--- config.mk ---
export PLATFORM = sky130hd
export DESIGN_NAME = icon_pal_merge
export DESIGN_NICKNAME = d
export VERILOG_FILES = /design/src/rtl/icon_pal_pkg.sv /design/src/rtl/icon_pal_merge.sv
export SDC_FILE = /design/constraint.sdc
export NUM_CORES = 1
export LEC_CHECK = 0
export BUFFER_PORTS_ARGS = -buffer_cell sky130_fd_sc_hd__buf_2
export CAP_MARGIN = 20
export CORE_ASPECT_RATIO = 0.75
export CORE_MARGIN = 1.5
export CORE_UTILIZATION = 29
export DETAILED_ROUTE_END_ITERATION = 6
export GPL_TIMING_DRIVEN = 0
export HOLD_SLACK_MARGIN = 0.02
export SLEW_MARGIN = 20
export SYNTH_ARGS = -nofsm -noshare
export SYNTH_HDL_FRONTEND = slang
export SYNTH_SLANG_ARGS = --single-unit
--- constraint.sdc ---
create_clock -name clk -period 5.8 [get_ports clk]
set_input_delay 0.58 -clock clk [delete_from_list [all_inputs] [get_ports clk]]
set_output_delay 0.58 -clock clk [all_outputs]
set_load 0.02 [all_outputs]
--- src/rtl/icon_pal_pkg.sv ---
// Shared types and constants for the icon palette to ARGB converter.
package icon_pal_pkg;

  typedef enum logic [1:0] {
    OP_PAL_WRITE = 2'd0,
    OP_INDEXED   = 2'd1,
    OP_DIRECT    = 2'd2
  } op_t;

  localparam logic DEPTH_4BPP = 1'b0;
  localparam logic DEPTH_8BPP = 1'b1;

  localparam int S_TDATA_W = 80;
  localparam int S_TUSER_W = 2;
  localparam int M_TDATA_W = 32;
  localparam int COLOR_W   = 24;
  localparam int PIXEL_W   = 32;
  localparam int INDEX_W   = 8;

  localparam logic [7:0] ALPHA_OPAQUE = 8'hFF;
  localparam logic [7:0] ALPHA_CLEAR  = 8'h00;

  // Per-lane control for one pixel.
  typedef struct packed {
    logic is_direct;
    logic masked;
    logic out_of_range;
  } lane_ctrl_t;

  // What the lanes hand to the merge stage for one request.
  typedef struct packed {
    logic [PIXEL_W-1:0] pix0;
    logic [PIXEL_W-1:0] pix1;
    logic               two;
    logic               frame_end;
  } merge_in_t;

endpackage

--- src/rtl/icon_pal_merge.sv ---
// Merge stage: takes one or two lane pixels and emits them one per cycle while m_tready is high.
module icon_pal_merge (
  input  logic                                 clk,
  input  logic                                 rst,
  input  logic                                 in_valid,
  output logic                                 in_ready,
  input  icon_pal_pkg::merge_in_t              in_data,
  output logic                                 m_tvalid,
  input  logic                                 m_tready,
  output logic [icon_pal_pkg::M_TDATA_W-1:0]   m_tdata,
  output logic                                 m_tlast,
  output logic                                 m_tuser
);

  logic [1:0]                       cnt;
  logic [icon_pal_pkg::PIXEL_W-1:0] head;
  logic [icon_pal_pkg::PIXEL_W-1:0] tail;
  logic                             frame_end;
  logic                             load;
  logic                             out_fire;

  assign out_fire = m_tvalid && m_tready;
  assign in_ready = (cnt == 2'd0) || ((cnt == 2'd1) && m_tready);
  assign load     = in_valid && in_ready;

  always_ff @(posedge clk) begin
    if (rst) begin
      cnt <= 2'd0;
    end else if (load) begin
      cnt <= in_data.two ? 2'd2 : 2'd1;
    end else if (out_fire) begin
      cnt <= cnt - 2'd1;
    end
  end

  always_ff @(posedge clk) begin
    if (load) begin
      head      <= in_data.pix0;
      tail      <= in_data.pix1;
      frame_end <= in_data.frame_end;
    end else if (out_fire) begin
      head <= tail;
    end
  end

  assign m_tvalid = (cnt != 2'd0);
  assign m_tdata  = head;
  assign m_tlast  = (cnt == 2'd1);
  assign m_tuser  = (cnt == 2'd1) && frame_end;

endmodule

==> impl_metrics.json <==
{
  "status": "completed",
  "diodes": 0,
  "cp_num_buf_inv": 2,
  "cap_violations": 0,
  "rows": 29,
  "relSlewSlack_pct": 50.0,
  "seq_area_mm2": 0.00199,
  "slowest_stage": "inv_2",
  "hold_viol": 0,
  "cts_root_buf": "clkbuf_16",
  "min_path_type": "in -> reg",
  "hold_buffers": 0,
  "grt_antenna_before_repair": 0,
  "r2r_cells": 5,
  "yosysTopAreaCell": "edfxtp_1",
  "io_buffers": 105,
  "setup_viol": 0,
  "die_h_um": 85.7,
  "layout.core_utilization_pct": 42.5,
  "arrival_ps": 1950,
  "worstHoldEndpoint": "tail[6]",
  "syn_area_per_cell_um2": 21.7,
  "final_layout_size_suffix_gt1_share_pct": 65.4,
  "avgViaCountPerCell": 4.20,
  "cellPowerDensity_mw_per_mm2": 514,
  "cts_made_buffers": 9,
  "place_congestion": 0.711,
  "ys_warn_count": 0,
  "worstReg2RegEnd": "tail[14]",
  "cts_buffer_depth": 2,
  "ir_drop_v": 0.000173,
  "final.setup.tns_ps": 0,
  "firstDrtPassIters": 5,
  "initial_core_util_pct": 30.6,
  "io_pins": 106,
  "grt-ovfl-total": 0,
  "multi_input_area_um2": 594,
  "area_delta_synth_final_pct": 38.8,
  "netlist_area_mm2": 0.00264,
  "first_iter_violations": 81,
  "filler_cell_count": 794,
  "post-route-period-util_pct": 34.5,
  "core_region_area_mm2": 0.00864,
  "grt_pass1_vias": 1540,
  "dp.cells": 335,
  "critPathLaunchType": "flip-flop",
  "clkTransAtPathRegs_ps": 60,
  "hold_start": "in_data[8]",
  "drt-total-wl_um": 4920,
  "grt_start_max_net_pins": 34,
  "cts_tree": "built",
  "clkLatencyLatePin_ps": 320,
  "final_cells": 351,
  "netlist_instances": 122,
  "crit_type": "reg -> reg",
  "synth_area_leaders": "edfxtp_1 (74%), mux2_4 (16%), dfxtp_1 (1.5%)",
  "grt_usage_pct": 10.5,
  "cp_slowest_stage_delay_ps": 550,
  "dieArea_mm2": 0.00970,
  "grt_pass1_wl_um": 7390,
  "drc": 0,
  "worst-endpoint-required_ps": 5750,
  "min_period_ps": 2000,
  "cts-resized-gates": 0,
  "final.setup_skew_ps": 5.47,
  "h-tree-depth": 3,
  "critPathCaptureType": "flip-flop",
  "ys_seq_area_share_pct": 75.4,
  "path_max_fanout": 33,
  "post_cts_buffers": 0,
  "max_freq_mhz": 499,
  "synth.top_cell.area_share_pct": 73.9,
  "drv_slew": 0,
  "num_vias": 1473,
  "final_cell_mix": "buf_2 (105), edfxtp_1 (65), mux2_4 (29)",
  "crit_chain": "ha_1 > a21o_4 > nand2_4 > buf_6 > inv_2",
  "leakagePower_uw": 0.00159,
  "drtAntennaViolNets": 0,
  "fp.dieW_um": 113,
  "synth_cell_types": 19,
  "synth-seq-cells": 67,
  "r2r_start": "cnt[0]",
  "worstMarginPinSlew_ps": 748,
  "synth_nets": 194,
  "rrSetupSlack_ps": 3800,
  "hold_depth": 1,
  "final_common_cell": "buf_2",
  "dp_hpwl_um": 3570,
  "wl_per_cell_um": 14.0,
  "fin_area_mm2": 0.00367,
  "rsz0062_at_grt": "no",
  "cp_top_family": "buffers and inverters",
  "cts_sinks": 67,
  "placed_cell_area_mm2": 0.00330,
  "final_nets": 310
}
## synth_stat cells, drive strengths merged
master and instances:
o2bb2ai 1, mux2 32, edfxtp 65, ha 2, o32ai 1, inv 6, a311o 1, mux2i 1
nand2 1, nand3 1, and2 1, nor3 1, nand2b 1, dfxtp 2, buf 3, a21o 1
a21boi 1, a31oi 1
## through the flow
step           worst slack [ps]  power, uW  hold WS [ps]
6_report                   3800       1880           427
5_1_grt                    3640       1970           411
4_1_cts                    3780       1910           416
3_5_place_dp               3720       1250           513
3_3_place_gp               3250       1240           501
2_1_floorplan              3620       1090           483
## cell families (layout without fill, tap and decap cells)
group	count (synthesis)	after routing	synth area share, %
adder cells (fa/ha/maj)	2	2	0.947
flip-flops	67	67	75.4
AND/OR/NAND/NOR	5	5	1.28
AO/OA/AOI/OAI	6	6	2.13
buffers and inverters	9	130	2.13
multiplexers	33	33	18.1
## report_power, final
group | leakage [uW] | total (uW) | internal, uW | switching, uW
sequential | 0.000644 | 734 | 703 | 30.6
combinational | 0.000773 | 491 | 209 | 282
clock | 0.000173 | 658 | 462 | 196
total | 0.00159 | 1880 | 1380 | 509
## final cells by class
cell class                 count  area share (%)
clock buffer                   9            6.14
tap                          108            3.68
buffer                         3           0.921
sequential                    67            54.3
multi-input combinational     46            16.2
inverter                       6           0.614
timing repair buffer         105            14.3
clock inverter                 7            3.82
## worst reg2reg max path: cells and delay by family (launching register included)
| family | cells | cell delay, ps |
|---|---|---|
| adders and majority gates | 1 | 230 |
| AOI/OAI and AO/OA | 1 | 180 |
| DFF | 1 | 380 |
| and+or+nand+nor | 1 | 100 |
| buffers and inverters | 2 | 740 |
## how the worst max path moves through the flow
stage | start | end | slack [ps] | cells after the start
final | cnt[0] | tail[14] | 3800 | 5
after global routing | cnt[0] | tail[25] | 3640 | 6
after CTS | cnt[0] | tail[14] | 3780 | 5
after detailed placement | m_tready | tail[30] | 3720 | 5
after global placement | m_tready | tail[0] | 3250 | 5
after floorplan | cnt[0] | frame_end | 3620 | 5
## state kept, by name, indices dropped and copies added, names as in the netlist
name and flops:
frame_end 1, m_tdata 32, cnt 2, tail 32
## layer usage
layer,track usage [%],wire (um)
met1,11.8,2130
met2,16.2,2240
met3,6.22,486
met4,4.43,66
met5,0,0
Note: power is estimated with default switching activity, not from simulation.
