==> config.mk <==
export PLATFORM = sky130hd
export DESIGN_NAME = icon_pal_lane
export DESIGN_NICKNAME = d
export VERILOG_FILES = /design/src/rtl/icon_pal_pkg.sv /design/src/rtl/icon_pal_lane.sv
export SDC_FILE = /design/constraint.sdc
export NUM_CORES = 1
export LEC_CHECK = 0
export BUFFER_PORTS_ARGS = -buffer_cell sky130_fd_sc_hd__buf_4
export CAP_MARGIN = 40
export CORE_MARGIN = 4
export CORE_UTILIZATION = 20
export DETAILED_ROUTE_END_ITERATION = 10
export MAX_ROUTING_LAYER = met4
export PLACE_DENSITY = 0.79
export SYNTH_ARGS = -nofsm -noshare
export SYNTH_HDL_FRONTEND = slang
export SYNTH_SLANG_ARGS = --single-unit
export TNS_END_PERCENT = 1
==> constraint.sdc <==
create_clock -name vclk -period 0.8
set_input_delay 0.08 -clock vclk [all_inputs]
set_output_delay 0.08 -clock vclk [all_outputs]
set_load 0.01 [all_outputs]
==> src/rtl/icon_pal_pkg.sv <==
// Shared types and constants for the icon palette to ARGB converter.
package icon_pal_pkg;

  typedef enum logic [1:0] {
    OP_PAL_WRITE = 2'd0,
    OP_INDEXED   = 2'd1,
    OP_DIRECT    = 2'd2
  } op_t;

  localparam logic DEPTH_4BPP = 1'b0;
  localparam logic DEPTH_8BPP = 1'b1;

  localparam int S_TDATA_W = 80;
  localparam int S_TUSER_W = 2;
  localparam int M_TDATA_W = 32;
  localparam int COLOR_W   = 24;
  localparam int PIXEL_W   = 32;
  localparam int INDEX_W   = 8;

  localparam logic [7:0] ALPHA_OPAQUE = 8'hFF;
  localparam logic [7:0] ALPHA_CLEAR  = 8'h00;

  // Per-lane control for one pixel.
  typedef struct packed {
    logic is_direct;
    logic masked;
    logic out_of_range;
  } lane_ctrl_t;

  // What the lanes hand to the merge stage for one request.
  typedef struct packed {
    logic [PIXEL_W-1:0] pix0;
    logic [PIXEL_W-1:0] pix1;
    logic               two;
    logic               frame_end;
  } merge_in_t;

endpackage

==> src/rtl/icon_pal_lane.sv <==
// One pixel lane: pick source, set alpha, swap red and blue.
module icon_pal_lane (
  input  icon_pal_pkg::lane_ctrl_t             ctrl,
  input  logic [icon_pal_pkg::COLOR_W-1:0]     color,
  input  logic [icon_pal_pkg::PIXEL_W-1:0]     direct_pixel,
  output logic [icon_pal_pkg::PIXEL_W-1:0]     pixel
);

  logic [icon_pal_pkg::PIXEL_W-1:0] src;
  logic [icon_pal_pkg::COLOR_W-1:0] rgb;
  logic [7:0]                       alpha;

  always_comb begin
    rgb   = ctrl.out_of_range ? '0 : color;
    alpha = ctrl.masked ? icon_pal_pkg::ALPHA_CLEAR : icon_pal_pkg::ALPHA_OPAQUE;
    src   = ctrl.is_direct ? direct_pixel : {alpha, rgb};
    // byte 0 and byte 2 trade places
    pixel = {src[31:24], src[7:0], src[15:8], src[23:16]};
  end

endmodule

==> impl_metrics.ini, run 1 <==
[worst_hold_path]
hp-class = in2out
worstHoldStart = direct_pixel[29]
whs_path_depth = 3
whs_endpoint = pixel[29]

[die]
die_h_um = 50.5
dieArea_mm2 = 0.00255
core_area_mm2 = 0.00173
die_x_um = 50.5
rows = 15
start_util = 0.209
io_pins = 91

[worst_setup_path]
crit_type = in2out
crit_path_frequent_cell = buf_12
startpoint = ctrl[2]
cp_slowest_stage_delay_ns = 0.21
arrival_ns = 0.71
critPathBufInv = 3
end_kind = output pin
critical_path.top_delay_family = buffers and inverters
crit_path_top_delay_cell = a22o_1
critical_path.max_fanout = 15
path_cells = buf_12 -> buf_12 -> a22o_1 -> buf_4
worst_setup_path_start_kind = input port
critical_path_required_ns = 0.72

[sta]
setup_viol_count_final = 0
max_clock_freq_ghz = 1.26
max_slew.worst_pin.slew_ns = 0.196
period_share = 0.991
slew_headroom = 0.869
final.setup.worst_slack_ns = 0.00697
period_minus_slack_ns = 0.793
rsz0062_at_grt = true
drv_slew = 0
hold_viol = 0

[finish]
final_layout_size_suffix_gt1_frac = 0.740
diodes = 0
synthToLayoutAreaGrowth_pct = 204
layout.area.seq_um2 = 0
final_cell_mix = buf_4 (89), a22o_1 (23), a21o_1 (8)
fillers = 165
nFlopsAndLatches = 0
multiInputGateArea_um2 = 330
final_common_cell = buf_4
finalNetCount = 192
clock_buffers = 0

[routing]
via_per_inst = 4.55
drt_iter0_drc = 7
wl_um = 2150
wire_per_inst_um = 13.8
drt_first_pass_iters = 2
post-route-drc-count = 0
vias = 710
antenna_left = 0

[logic_synthesis]
yosys-top-cells-area = a22o_1 (56%), a21o_1 (17%), buf_8 (8.3%), nor2_8 (5.5%), buf_6 (3.1%)
syn-num-nets = 101
ys_warn_count = 0
yosysTopAreaCellShare = 0.557
syn_inst = 42
synthDistinctLibCells = 11
ys_seq_area_frac = 0
synth.cell_area_um2 = 362
avgSynthCellArea_um2 = 8.61
synth_area_leader_cell = a22o_1

[placement]
portBuffers = 91
gp_congestion = 0.621
pre_cts_ws_ns = -0.122
post-dp-hpwl_um = 1700

[clock_network]
hold_buffers = 0
cts_setup_buffers = 0

[status]
status = complete, no violations

[power]
powerDensity_mw_per_mm2 = 633
peakVddDrop_v = 0.000308
p_total_uw = 697
p_leak_nw = 0.638

[global_route]
grt_use_total = 0.159
antenna_found_initial = 0
grt_max_degree = 17
grt_first_pass_wirelength_um = 3220
grt.overflow.total = 0
grt_pass1_vias = 668

[flow_run]
max_cap_violations = 0
layout make-up:
class / instances / share of cell area
multi-input cells: 38 / 0.300
repair buffers: 93 / 0.672
well taps: 25 / 0.0284
worst min-delay path, cell delays in order:
cell and delay (ns):
buf_4 0.08, a21o_1 0.09, buf_4 0.11
stage by stage:
step	setup TNS (ns)	util	hold slack (ns)	instances	instance area [um^2]
6_report	0	0.638	0.436	156	1100
3_3_place_gp	-2.40	0.612	0.433	154	1060
3_5_place_dp	-2.76	0.612	0.440	154	1060
4_1_cts	-0.00553	0.629	0.440	156	1090
2_1_floorplan	0	-	0.249	42	362
5_1_grt	-0.0650	0.638	0.458	156	1100
where the power goes:
part	leakage, nW	switching [mW]	internal [mW]
Sequential	0	0	0
Clock	0	0	0
Combinational	0.638	0.250	0.447
routing by layer:
layer  vias to the layer above  wire length (um)  global-route usage
li1                        358                 -                   -
met1                       305               715               0.160
met2                        47              1170               0.322
met3                         0               262              0.0415
met4                         0                 0                   0
met5                         -                 0                   -
how the worst max path moves through the flow:
stage | to | slack [ns] | cells past startpoint
floorplan | pixel[0] | 0.1 | 4
global placement | pixel[0] | -0.11 | 4
detailed placement | pixel[5] | -0.12 | 4
CTS | pixel[4] | -0.002 | 4
global route | pixel[16] | -0.02 | 4
finish | pixel[16] | 0.007 | 4
logic make-up after synthesis:
logic type / synth area share
AND/OR/NAND/NOR: 0.100
buffers and inverters: 0.163
AO/OA/AOI/OAI: 0.737
cells in the mapped netlist:
library cell / number
nand2b_1: 1
buf_8: 2
o21ai_1: 1
nor2_8: 1
buf_2: 2
nor2_2: 1
nand2_1: 1
buf_6: 1
buf_4: 1
a21o_1: 8
a22o_1: 23
what timing repair did:
| item | in CTS | in global routing |
|---|---|---|
| pin swaps | 3 | 4 |
| gates resized for setup | 3 | 3 |
| gates cloned | 2 | 0 |
| endpoints found under the hold margin | 0 | 0 |
| endpoints found under the setup margin | 31 | 25 |
Note: power is estimated with default switching activity, not from simulation.
==> run 2, diff against run 1 <==
Settings changed: PLACE_DENSITY 0.79 to 0.91.
==> run 2 against run 1 <==
Compared with the run above:
- power up 1.9%
- global-route usage is 1.3 points higher
- cell count is 0.64% higher
- cell area up 1.6%
- flip-flop and latch count stayed put
- non-clock buffer count grew 1
- die area is the same
- count of clock-buffer cells in the layout is the same
- sequential share of layout area did not move
- combinational power rose by 2%
- largest cell class unchanged
==> impl_metrics.ini, run 2 (synthesis results as in run 1) <==
[global_route]
grt_pass1_vias = 741
grt_use_total = 0.172
grt.overflow.total = 0
antenna_found_initial = 0
grt_max_degree = 14
grt_first_pass_wirelength_um = 3440

[die]
start_util = 0.209
rows = 15
dieArea_mm2 = 0.00255
core_area_mm2 = 0.00173
io_pins = 91
die_x_um = 50.5
die_h_um = 50.5

[worst_setup_path]
end_kind = output pin
critical_path.max_fanout = 13
worst_setup_path_start_kind = input port
critical_path_required_ns = 0.72
arrival_ns = 0.71
crit_type = in2out

[finish]
diodes = 0
clock_buffers = 0
final_common_cell = buf_4
final_cell_mix = buf_4 (89), a22o_1 (23), a21o_1 (8)
final_layout_size_suffix_gt1_frac = 0.742
synthToLayoutAreaGrowth_pct = 209
multiInputGateArea_um2 = 330
finalNetCount = 193
fillers = 147
layout.area.seq_um2 = 0
fin_util = 0.648
nFlopsAndLatches = 0

[routing]
wl_um = 2300
post-route-drc-count = 0
drt_first_pass_iters = 2
antenna_left = 0
via_per_inst = 4.57
drt_iter0_drc = 2
wire_per_inst_um = 14.6
vias = 718

[sta]
period_share = 0.989
max_clock_freq_ghz = 1.26
period_minus_slack_ns = 0.791
max_slew.worst_pin.slew_ns = 0.188
slew_headroom = 0.874
whs_ns = 0.437
hold_viol = 0
setup_viol_count_final = 0
rsz0062_at_grt = true
drv_slew = 0

[placement]
gp_congestion = 0.779
post-dp-hpwl_um = 1830
portBuffers = 91

[power]
peakVddDrop_v = 0.000361
p_leak_nw = 0.646
powerDensity_mw_per_mm2 = 635

[worst_hold_path]
hp-class = in2out

[flow_run]
max_cap_violations = 0

[clock_network]
hold_buffers = 0
cts_setup_buffers = 0

[status]
status = complete, no violations
## run 2: cell count changes in the layout (fill, tap and decap cells not counted)
cell    previous run  this run
buf_16             0         1
buf_12             3         1
buf_8              0         2
## run 2: timing repair
item | 4_1_cts | 5_1_grt
pin swaps | 3 | 0
gates cloned | 3 | 0
gates resized for setup | 9 | 2
endpoints found under the setup margin | 30 | 16
## run 2: final timing paths
kind	startpoint	to	slack [ns]	cells after the start
worst max-delay path	ctrl[2]	pixel[10]	0.009	4
worst min-delay path	direct_pixel[29]	pixel[29]	0.44	3
## run 2: layer usage
layer | track usage | vias to the layer above | part of all wire
met3 | 0.0356 | 0 | 0.11
met4 | 0.00897 | 0 | 0
met1 | 0.215 | 303 | 0.38
met2 | 0.298 | 51 | 0.51
met5 | - | - | 0
li1 | - | 364 | -
## run 2: cell type report
type	count	area share
repair buffers	94	0.677
multi-input cells	38	0.295
well taps	25	0.0280
## run 2: through the flow
step                cells  instance area (um^2)  TNS (ns)  setup WS [ns]  power [mW]
floorplan              42                   362         0         0.0958       0.256
global placement      154                  1030     -1.68        -0.0799       0.650
detailed placement    154                  1030     -1.92         -0.101       0.657
CTS                   157                  1110         0        0.00513       0.709
global route          157                  1120   -0.0303        -0.0126       0.761
finish                157                  1120         0        0.00888       0.710
## run 2: power by group
group | internal [mW] | switching (mW) | leakage, nW | total [mW]
logic | 0.454 | 0.256 | 0.646 | 0.710
registers | 0 | 0 | 0 | 0
clock network | 0 | 0 | 0 | 0
## run 2: worst max-delay path, cell delays in order
cell    delay, ns
buf_12       0.13
buf_8        0.14
a22o_1       0.21
buf_4        0.14
==> run 3, diff against run 2 <==
--- a/config.mk
+++ b/config.mk
@@ -7,3 +7,3 @@
 export LEC_CHECK = 0
-export BUFFER_PORTS_ARGS = -buffer_cell sky130_fd_sc_hd__buf_4
+export BUFFER_PORTS_ARGS = -buffer_cell sky130_fd_sc_hd__buf_2
 export CAP_MARGIN = 40
==> constraint.sdc (replaced) <==
create_clock -name vclk -period 0.8
set_input_delay 0.16 -clock vclk [all_inputs]
set_output_delay 0.16 -clock vclk [all_outputs]
set_load 0.01 [all_outputs]
==> run 3 against run 2 <==
Compared with the run above:
- the flow now finishes with violations (setup timing)
- power fell by 17%
- worst setup slack got worse by 0.18 ns
- maximum frequency fell by 19%
- count of clock-buffer cells in the layout did not move
- core utilization fell by 11 points
- cell count did not move
- routed wire length fell by 0.22%
==> impl_metrics.ini, run 3 (synthesis results as in run 1) <==
[routing]
drt_first_pass_iters = 4
via_per_inst = 4.85
antenna_left = 0
drt_iter0_drc = 7
met2_length_um = 1230
post-route-drc-count = 0
wire_per_inst_um = 14.6
met3_length_um = 239
vias = 761
drt-met1-wl_um = 825
top_layer_used = met3
wl_um = 2290

[die]
start_util = 0.209
core_area_mm2 = 0.00173
die_x_um = 50.5
die_h_um = 50.5
io_pins = 91
rows = 15
dieArea_mm2 = 0.00255

[global_route]
antenna_found_initial = 0
grt_max_degree = 19
grt_first_pass_wirelength_um = 3200
grt_pass1_vias = 716
grt.overflow.total = 0
grt_use_total = 0.160

[sta]
max_clock_freq_ghz = 1.03
period_share = 1.22
hold_viol = 0
rsz0062_at_grt = true
setup_viol_count_final = 32
max_slew.worst_pin.slew_ns = 0.185
drv_slew = 0
slew_headroom = 0.876
final.setup.worst_slack_ns = -0.172
whs_ns = 0.608
period_minus_slack_ns = 0.972

[worst_setup_path]
arrival_ns = 0.81
crit_path_frequent_cell = buf_12
cp_slowest_stage_delay_ns = 0.14
critical_path_required_ns = 0.64
end_kind = output pin
path_cells = buf_12 -> buf_12 -> nand2b_4 -> o21ai_2 -> buf_2
critPathBufInv = 3
crit_path_top_delay_cell = buf_2
worst_setup_path_start_kind = input port
crit_type = in2out
critical_path.top_delay_family = buffers and inverters
critical_path.max_fanout = 8

[placement]
pre_cts_ws_ns = -0.305
post-dp-hpwl_um = 1810
gp_congestion = 0.716
portBuffers = 91
post-place-cells = 154

[status]
failed_checks = setup timing
status = finished, violations left

[finish]
fillers = 174
diodes = 0
layout.area.seq_um2 = 0
final_layout_size_suffix_gt1_frac = 0.758
synthToLayoutAreaGrowth_pct = 157
fin_cells = 157
clock_buffers = 0
finalNetCount = 193
nFlopsAndLatches = 0
fin_util = 0.538
final_cell_mix = buf_2 (88), a22o_1 (23), a21o_1 (8)
final_common_cell = buf_2

[power]
peakVddDrop_v = 0.000318
p_leak_nw = 0.594
powerDensity_mw_per_mm2 = 634

[worst_hold_path]
hp-class = in2out

[flow_run]
max_cap_violations = 0
run 3: path summary, 6_finish.rpt:
path,from,endpoint,slack (ns),cells after the start
worst max-delay path,ctrl[2],pixel[7],-0.17,5
worst min-delay path,direct_pixel[24],pixel[24],0.61,3
run 3: timing repair:
item / CTS / global route
pin swaps: 3 / 6
setup endpoints to repair: 32 / 32
cloned: 2 / 1
setup buffers: 0 / 0
endpoints found under the hold margin: 0 / 0
gates resized for setup: 8 / 5
hold buffers: 0 / 0
run 3: where the power goes:
group / internal [mW] / switching (mW) / leakage (nW)
combinational: 0.331 / 0.258 / 0.594
sequential: 0 / 0 / 0
clock: 0 / 0 / 0
total: 0.331 / 0.258 / 0.594
run 3: layer usage:
| metal | vias up | global-route usage |
|---|---|---|
| li1 | 363 | - |
| met1 | 344 | 0.186 |
| met2 | 54 | 0.309 |
| met3 | 0 | 0.0208 |
| met4 | 0 | 0 |
| met5 | - | - |
run 3: final cells by class:
type | count | area [um^2] | share of cell area
Multi-Input combinational cell | 38 | 342 | 0.367
Tap cell | 25 | 31.3 | 0.0336
Timing Repair Buffer | 94 | 557 | 0.599
run 3: metrics by stage:
| step | instance area (um^2) | total power, mW | setup TNS [ns] |
|---|---|---|---|
| after floorplan | 370 | 0.262 | -0.722 |
| after global placement | 830 | 0.517 | -7.41 |
| after detailed placement | 830 | 0.531 | -8.26 |
| after CTS | 881 | 0.565 | -4.26 |
| after global routing | 930 | 0.640 | -4.55 |
| final | 930 | 0.590 | -3.84 |
